**config.mk**
```make
export PLATFORM = sky130hd
export DESIGN_NAME = button_debounce_long_press
export DESIGN_NICKNAME = d
export VERILOG_FILES = /design/src/rtl/core/bdlp_pkg.sv /design/src/rtl/core/bdlp_cfg.sv /design/src/rtl/core/bdlp_core.sv /design/src/rtl/core/button_debounce_long_press.sv
export SDC_FILE = /design/constraint.sdc
export NUM_CORES = 1
export LEC_CHECK = 0
export ABC_AREA = 1
export BUFFER_PORTS_ARGS = -buffer_cell sky130_fd_sc_hd__buf_2
export CORE_MARGIN = 2
export CORE_UTILIZATION = 45
export CTS_CLUSTER_DIAMETER = 80
export DETAILED_ROUTE_END_ITERATION = 7
export PLACE_DENSITY = 0.65
export SKIP_CTS_REPAIR_TIMING = 1
export SYNTH_ARGS = -nofsm -noshare
export SYNTH_HDL_FRONTEND = slang
export SYNTH_SLANG_ARGS = --single-unit
export TNS_END_PERCENT = 5
```
**constraint.sdc**
```tcl
create_clock -name clk_i -period 8.1 [get_ports clk_i]
set_clock_uncertainty 0.05 [all_clocks]
set_input_delay 1.62 -clock clk_i [delete_from_list [all_inputs] [get_ports clk_i]]
set_output_delay 1.62 -clock clk_i [all_outputs]
set_load 0.005 [all_outputs]
```
**src/rtl/core/bdlp_pkg.sv**
```systemverilog
package bdlp_pkg;

  // Register indexes on the configuration port
  localparam logic [1:0] REG_DEBOUNCE   = 2'd0;
  localparam logic [1:0] REG_LONG_PRESS = 2'd1;
  localparam logic [1:0] REG_FEEDBACK   = 2'd2;

  // Reset values of the timing registers, in ms
  localparam logic [15:0] DEBOUNCE_RST   = 16'd20;
  localparam logic [15:0] LONG_PRESS_RST = 16'd1000;
  localparam logic [15:0] FEEDBACK_RST   = 16'd2000;

  // Field widths
  localparam int unsigned TimeW  = 32;
  localparam int unsigned CfgW   = 16;
  localparam int unsigned InTdW  = 40;
  localparam int unsigned OutTdW = 8;

  // Reported button status
  typedef enum logic [1:0] {
    ST_IDLE    = 2'd0,
    ST_PRESSED = 2'd1,
    ST_CLEAR   = 2'd2
  } status_e;

  // Timing configuration handed to the step logic
  typedef struct packed {
    logic [CfgW-1:0] debounce;
    logic [CfgW-1:0] long_press;
    logic [CfgW-1:0] feedback;
  } cfg_t;

  // One result item
  typedef struct packed {
    status_e status;
    logic    clear_request;
  } result_t;

endpackage

```
**src/rtl/core/bdlp_cfg.sv**
```systemverilog
module bdlp_cfg (
  input  logic                  clk_i,
  input  logic                  rst_ni,
  input  logic                  cfg_we_i,
  input  logic [1:0]            cfg_idx_i,
  input  logic [15:0]           cfg_wdata_i,
  output bdlp_pkg::cfg_t        cfg_o
);
  import bdlp_pkg::*;

  cfg_t cfg_q, cfg_d;

  // Register write decode; an index beyond the list is dropped
  always_comb begin
    cfg_d = cfg_q;
    if (cfg_we_i) begin
      case (cfg_idx_i)
        REG_DEBOUNCE:   cfg_d.debounce   = cfg_wdata_i;
        REG_LONG_PRESS: cfg_d.long_press = cfg_wdata_i;
        REG_FEEDBACK:   cfg_d.feedback   = cfg_wdata_i;
        default:        cfg_d            = cfg_q;
      endcase
    end
  end

  always_ff @(posedge clk_i or negedge rst_ni) begin
    if (!rst_ni) begin
      cfg_q.debounce   <= DEBOUNCE_RST;
      cfg_q.long_press <= LONG_PRESS_RST;
      cfg_q.feedback   <= FEEDBACK_RST;
    end else begin
      cfg_q <= cfg_d;
    end
  end

  assign cfg_o = cfg_q;

endmodule

```
**src/rtl/core/bdlp_core.sv**
```systemverilog
module bdlp_core (
  input  logic                          clk_i,
  input  logic                          rst_ni,
  input  bdlp_pkg::cfg_t                cfg_i,
  input  logic                          step_i,
  input  logic                          raw_i,
  input  logic [bdlp_pkg::TimeW-1:0]    now_i,
  output bdlp_pkg::result_t             res_o
);
  import bdlp_pkg::*;

  typedef struct packed {
    logic             pressed;
    logic             last_raw;
    logic [TimeW-1:0] stable_since;
    logic [TimeW-1:0] press_since;
    logic             long_done;
    status_e          status;
    logic [TimeW-1:0] status_since;
  } state_t;

  state_t st_q, st_d;

  logic [TimeW-1:0] stable_age, press_age, status_age;
  logic             accept, rise, pulse;

  // Elapsed times, modulo 2^32
  assign stable_age = now_i - st_q.stable_since;
  assign status_age = now_i - st_q.status_since;
  // A press accepted on this poll restarts the press timer at zero
  assign press_age  = rise ? '0 : (now_i - st_q.press_since);

  assign accept = (raw_i == st_q.last_raw) && (raw_i != st_q.pressed) &&
                  (stable_age >= {{(TimeW-CfgW){1'b0}}, cfg_i.debounce});
  assign rise   = accept && raw_i;
  assign pulse  = (raw_i == st_q.last_raw) && (accept ? raw_i : st_q.pressed) &&
                  !(rise ? 1'b0 : st_q.long_done) &&
                  (press_age >= {{(TimeW-CfgW){1'b0}}, cfg_i.long_press});

  // Next state and result for the poll
  always_comb begin
    st_d = st_q;
    if (raw_i != st_q.last_raw) begin
      st_d.last_raw     = raw_i;
      st_d.stable_since = now_i;
    end else begin
      if (accept) begin
        st_d.pressed = raw_i;
      end
      if (rise) begin
        st_d.press_since  = now_i;
        st_d.long_done    = 1'b0;
        st_d.status       = ST_PRESSED;
        st_d.status_since = now_i;
      end
      if (pulse) begin
        st_d.long_done    = 1'b1;
        st_d.status       = ST_CLEAR;
        st_d.status_since = now_i;
      end
    end

    // Status evaluation after the poll; the feedback timeout only applies while
    // the button is released and the status is not ST_CLEAR, so never on a poll with a press or a clear request
    res_o.clear_request = pulse;
    if (st_d.pressed) begin
      res_o.status = ST_PRESSED;
    end else if (st_d.status == ST_CLEAR) begin
      res_o.status = ST_CLEAR;
    end else begin
      if ((st_d.status != ST_IDLE) &&
          (status_age >= {{(TimeW-CfgW){1'b0}}, cfg_i.feedback})) begin
        st_d.status = ST_IDLE;
      end
      res_o.status = st_d.status;
    end
  end

  always_ff @(posedge clk_i or negedge rst_ni) begin
    if (!rst_ni) begin
      st_q <= '{pressed: 1'b0, last_raw: 1'b0, stable_since: '0, press_since: '0,
                long_done: 1'b0, status: ST_IDLE, status_since: '0};
    end else if (step_i) begin
      st_q <= st_d;
    end
  end

endmodule

```
**src/rtl/core/button_debounce_long_press.sv**
```systemverilog
// Button debounce with long-press detection. Each input item is one poll of
// the button (raw level and millisecond timestamp) and yields exactly one
// result item (clear-request pulse and status). Items pass through an input
// register and an output register, and the debounce and status state is
// updated as an item moves between them, so a poll can be accepted every
// clock while the output is not stalled. A result is offered from the output
// register. The user must write timing registers through the cfg port only
// while no poll is in flight; the block itself does not enforce this.
module button_debounce_long_press (
  input  logic                        clk_i,
  input  logic                        rst_ni,
  // Configuration write port
  input  logic                        cfg_we_i,
  input  logic [1:0]                  cfg_idx_i,
  input  logic [15:0]                 cfg_wdata_i,
  // Poll input
  input  logic                        s_tvalid,
  output logic                        s_tready,
  input  logic [bdlp_pkg::InTdW-1:0]  s_tdata,  // [0] raw_level, [32:1] time_now, zero pad
  // Result output
  output logic                        m_tvalid,
  input  logic                        m_tready,
  output logic [bdlp_pkg::OutTdW-1:0] m_tdata   // [0] clear_request, [2:1] button_status, pad
);
  import bdlp_pkg::*;

  cfg_t             cfg;
  result_t          res;
  logic             in_vld_q;
  logic             in_raw_q;
  logic [TimeW-1:0] in_now_q;
  logic             out_vld_q;
  result_t          out_res_q;
  logic             advance;

  // An item moves on when the output slot is free or being drained
  assign advance  = in_vld_q && (!out_vld_q || m_tready);
  assign s_tready = !in_vld_q || advance;

  bdlp_cfg u_cfg (
    .clk_i       (clk_i),
    .rst_ni      (rst_ni),
    .cfg_we_i    (cfg_we_i),
    .cfg_idx_i   (cfg_idx_i),
    .cfg_wdata_i (cfg_wdata_i),
    .cfg_o       (cfg)
  );

  bdlp_core u_core (
    .clk_i  (clk_i),
    .rst_ni (rst_ni),
    .cfg_i  (cfg),
    .step_i (advance),
    .raw_i  (in_raw_q),
    .now_i  (in_now_q),
    .res_o  (res)
  );

  // Input register
  always_ff @(posedge clk_i or negedge rst_ni) begin
    if (!rst_ni) begin
      in_vld_q <= 1'b0;
    end else if (s_tready) begin
      in_vld_q <= s_tvalid;
    end
  end

  always_ff @(posedge clk_i) begin
    if (s_tready && s_tvalid) begin
      in_raw_q <= s_tdata[0];
      in_now_q <= s_tdata[TimeW:1];
    end
  end

  // Output register
  always_ff @(posedge clk_i or negedge rst_ni) begin
    if (!rst_ni) begin
      out_vld_q <= 1'b0;
    end else if (advance) begin
      out_vld_q <= 1'b1;
    end else if (m_tready) begin
      out_vld_q <= 1'b0;
    end
  end

  always_ff @(posedge clk_i) begin
    if (advance) begin
      out_res_q <= res;
    end
  end

  assign m_tvalid = out_vld_q;
  assign m_tdata  = {5'b0, out_res_q.status, out_res_q.clear_request};

endmodule

```
# == Word level (Yosys, flattened, before mapping) ==
# Cells that the tools add are included.
# word_totals
input_bits,63
output_inout_bits,10
elab_cells,66
register_bits,187
# classes
bitwise,1
mux,13
eq_ne,6
add_sub_neg,3
n_lt_le_gt_ge,3
reduce_logical,24
# op_table
operator,n
>= comparator 32 x 16 -> 1 bit,3
subtractor 32 bit,3
two-way mux 35 bit,2
two-way mux 34 bit,1
two-way mux 32 bit,1
logical AND 1 bit,9
two-way mux 2 bit,4
AND reduction 2 bit,4
AND reduction 3 bit,2
nonzero test 2 bit,3
two-way mux 1 bit,5
== test 2 bit (second input constant),2
logical NOT 1 bit,3
== test 2 x 1 -> 1 bit (second input constant),1
logical NOT 2 bit,1
logical OR 1 bit,2
!= test 1 bit,2
== test 1 bit,1
NOT 1 bit,1

# == Depth between registers and ports, before layout ==
# depth
word_depth,15
depth_mapped,40
ltp_nobuf,37

# == By module ==
# A second synthesis with hierarchy kept.
# unflattened
hier_cells,2289
area_unflattened_um2,15600.0
# by_module_without_submodules
mod,n_inst,area_each_um2,seq_area_each_um2,cells_per_inst
bdlp_core,1,12320.6,2527.4,2021
bdlp_cfg,1,2062.0,1218.7,214
button_debounce_long_press,1,1217.4,1131.1,54

# == Worst setup path after synthesis ==
# No wires, ideal clock.
# synth_timing
path_kind,flip-flop to flip-flop
from,register in_now_q[2]
to,register u_core.st_q[12] (netlist bit)
setup_time_ns,0.117
stages_incl_launch_ff,39
required_ns,7.933
path_slack_ns,3.260
n_path_buf,4
arrival_ns,4.672
synth_period_minus_slack_ns,4.840
cell_sequence,edfxtp_1 > ha_1 > buf_4 > a21oi_1 > nand2_1 > nand2_1 > nand2_2 > nand2_1 > nand2_1 > xor2_1 > ha_1 > a21oi_1 > o31a_1 > nand2_1 > nand2_1 > nand2_1 > nor2_1 > nand3_1 > (+3 left out) > buf_2 > buf_2 > nand2_1 > ha_1 > inv_1 > nand2_1 > a21oi_1 > o21a_1 > o221a_2 > o21ai_0 > a21oi_1 > nand2_2 > nand3_4 > nand2_2 > nand2_4 > buf_6 > nand2_1 > o21ai_2
# synth_via
elab_chain_len,10
word_cells_on_any_way,16
cone_classes,add/sub (2); order compare (2); mux (4); reduce/logical (8)
# synth_lines
item,line,text
"start, declared",button_debounce_long_press.sv:31,logic [TimeW-1:0] in_now_q;
"start signal, assigned",button_debounce_long_press.sv:71,in_now_q <= s_tdata[TimeW:1];
branches (longest 10 deep; another with subtractor 32 bit),n/a,
"end signal, assigned",bdlp_core.sv:81,"st_q <= '{pressed: 1'b0, last_raw: 1'b0, stable_since: '0, press_since: '0,"
"end signal, assigned",bdlp_core.sv:84,st_q <= st_d;
"end, declared",bdlp_core.sv:22,"state_t st_q, st_d;"
# Several ways; the timed one is not identified.
# A chain may end at the register's enable or synchronous reset.

# == Worst setup path after layout ==
# layout_timing
from,register in_now_q[1]
to,register u_core.st_q[2] (netlist bit)
# The elaborated chain is that of the path after synthesis.

==> impl_metrics.toml <==
[global_route]
grt_max_degree = 82
first_global_vias = 13504
grt_antenna_before_repair = 0
track_usage_pct = 24.6
grt_overflow = 0
grt_pass1_wl_um = 68400

[timing]
setup_violations = 0
finalWorstSetupSlack_ns = 1.46
worstMarginPinSlew_ns = 1.10
slew_headroom_pct = 26.6
drv_slew = 0
hold_viol = 0
min_period_over_period_pct = 82.0
finalCriticalPeriod_ns = 6.64
rsz0062_at_grt = "no"
fin_tns_setup_ns = 0
max_freq_mhz = 151

[hold_path]
hp-class = "flip-flop to flip-flop"

[power]
ir_drop_uv = 136
pwr_density_cell_nw_per_um2 = 382
leakage_nw = 8.89

[final_layout]
fin_util_pct = 49.5
nets = 2471
drive_above_1_share_pct = 8.78
final_cell_mix = "nand2_1, inv_1, nor2_1, o21ai_0, ha_1"
area_growth_pct = 9.00
diodes = 0
final_common_cell = "nand2_1"
finalInstanceArea_sq_um = 16500

[floorplanning]
die-area_sq_um = 35200
top_level_ports = 73
coreArea_sq_um = 33400
start_util_pct = 45.4
fp.dieH_um = 188
num_rows = 67
fp.dieW_um = 188

[drt]
ant_nets = 0
wl_per_cell_um = 15.5
drt_pass1_iterations = 5
dr_total_vias = 13752
remaining_drc_errors = 0
wl_um = 42200
drt_iter0_drc = 777
vias_per_cell = 5.05

[synth]
ys_seq_elements = 187
netlist_instances = 2207
ys_warn_count = 0
ys_top_cells_by_area = "dfrtp_1, nand2_1, ha_1"
synth-edff-count = 36
async_reset_ff_share_pct = 80.7
synth_largest_area_cell = "dfrtp_1"
ys.flop_type = "dfrtp_1"
seq_area_frac_synth_pct = 32.2
synth_top_area_share_pct = 22.6
synth_cell_type_count = 48
synthesis.area_sq_um = 15200
synth.avg_cell_area_sq_um = 6.87

[worst_setup_path]
cp_max_fo = 33
cpMaxStageDelayCell = "edfxtp_1"
critPathKind = "flip-flop to flip-flop"
path_common_cell = "nand3_1"
cp-start-kind = "flip-flop"
required_ns = 8.42
end_kind = "flip-flop"
critPathMaxStageDelay_ns = 0.66
arrival_ns = 6.96

[placement]
place_area_sq_um = 15900
dpl.hpwl_um = 34900
gp_congestion = 0.946
port_buffers = 60
preCtsSetupSlack_ns = 1.42

[status]
status = "complete, no violations"

[cts]
path_clk_slew_ns = 0.07
root_buffer = "clkbuf_16"
clock-sinks = 187
clk_latency_ns = 0.44
cts_tree = "built"
htreeDepth = 4
ctsLongestPathBuffers = 2
numCtsBuffers = 17

[flow_run]
maxCapViolCount = 0
## critical path, delay by kind of cell (launching register included)
kind	cells	cell delay, ns
AOI/OAI and AO/OA	8	1.32
xor gates and xnor gates	1	0.13
adders and majority gates	3	1.00
buffers and inverters	4	0.69
DFF	1	0.66
and+or+nand+nor	18	2.66
## cells in the mapped netlist, types with 2 or more instances
cell,count
nand2_1,621
inv_1,433
nor2_1,167
o21ai_0,166
ha_1,141
dfrtp_1,137
a21oi_1,115
nand3_1,95
xor2_1,39
edfxtp_1,36
nand4_1,36
nand2_2,32
o21ai_2,32
nor3_1,20
clkbuf_1,18
dfstp_2,14
xnor2_1,11
o21bai_1,9
a21boi_0,8
a21o_1,6
buf_4,6
buf_6,6
nand3b_1,6
buf_2,5
inv_2,5
nor2_2,5
a211oi_1,3
a21oi_2,3
fa_1,3
nor4_1,3
o21ai_1,3
o221ai_1,3
and2_1,2
nor3_2,2
o21a_1,2
o31a_1,2
## cell type report
class	count	area, sq um
Timing Repair Buffer	69	387
Tap cell	448	561
Clock buffer	21	493
Clock inverter	11	105
Sequential cell	187	4880
Fill cell	3472	16800
Multi-Input combinational cell	1551	8460
Inverter	438	1640
## where the power goes
part,total [W],switching (W),internal [W],leakage [nW]
clock network,0.000856,0.000383,0.000473,0.296
registers,0.00144,0.000181,0.00126,2.19
logic,0.00402,0.00258,0.00144,6.40
## registers in the layout, indices dropped and copies added (netlist names)
| signal | count |
|---|---|
| u_cfg.cfg_o | 48 |
| m_tdata | 3 |
| u_core.st_q | 101 |
| in_vld_q | 1 |
| in_now_q | 32 |
| m_tvalid | 1 |
| in_raw_q | 1 |
## cells by family (layout without fill, tap and decap cells)
| logic type | Yosys count | count (layout) | share of synthesized area, % |
|---|---|---|---|
| AND/OR/NAND/NOR | 995 | 995 | 27.3 |
| buffers and inverters | 473 | 539 | 12.2 |
| flip-flops | 187 | 187 | 32.2 |
| XOR/XNOR | 50 | 50 | 2.89 |
| other | 1 | 5 | 0.0247 |
| AO/OA/AOI/OAI | 357 | 357 | 13.4 |
| adder cells (fa/ha/maj) | 144 | 144 | 12.0 |
## path summary, 6_finish.rpt
check | startpoint | end | slack [ns] | depth (start not counted)
hold reg to reg | u_core.st_q[90] | u_core.st_q[90] | 0.44 | 2
max in group asynchronous | rst_ni | u_core.st_q[8] | 5.37 | 2
setup reg to reg | in_now_q[1] | u_core.st_q[2] | 1.46 | 34
hold / removal | u_core.st_q[90] | u_core.st_q[90] | 0.44 | 2
min in group asynchronous | rst_ni | u_core.st_q[63] | 1.16 | 1
setup / recovery | in_now_q[1] | u_core.st_q[2] | 1.46 | 34
## routing by layer
layer | part of all wire (%) | global-route usage, %
met4 | 2.3 | 7.51
met1 | 47 | 33.2
met3 | 3.0 | 2.08
met2 | 47 | 42.1
met5 | 0 | 0
## stage by stage
step / instances / hold slack [ns] / power [W]
floorplan: 2211 / 0.399 / 0.00444
global placement: 2693 / 0.415 / 0.00536
detailed placement: 2693 / 0.418 / 0.00545
CTS: 2725 / 0.436 / 0.00633
global route: 2725 / 0.456 / 0.00701
finish: 2725 / 0.435 / 0.00632
(Power assumes the default switching activity.)
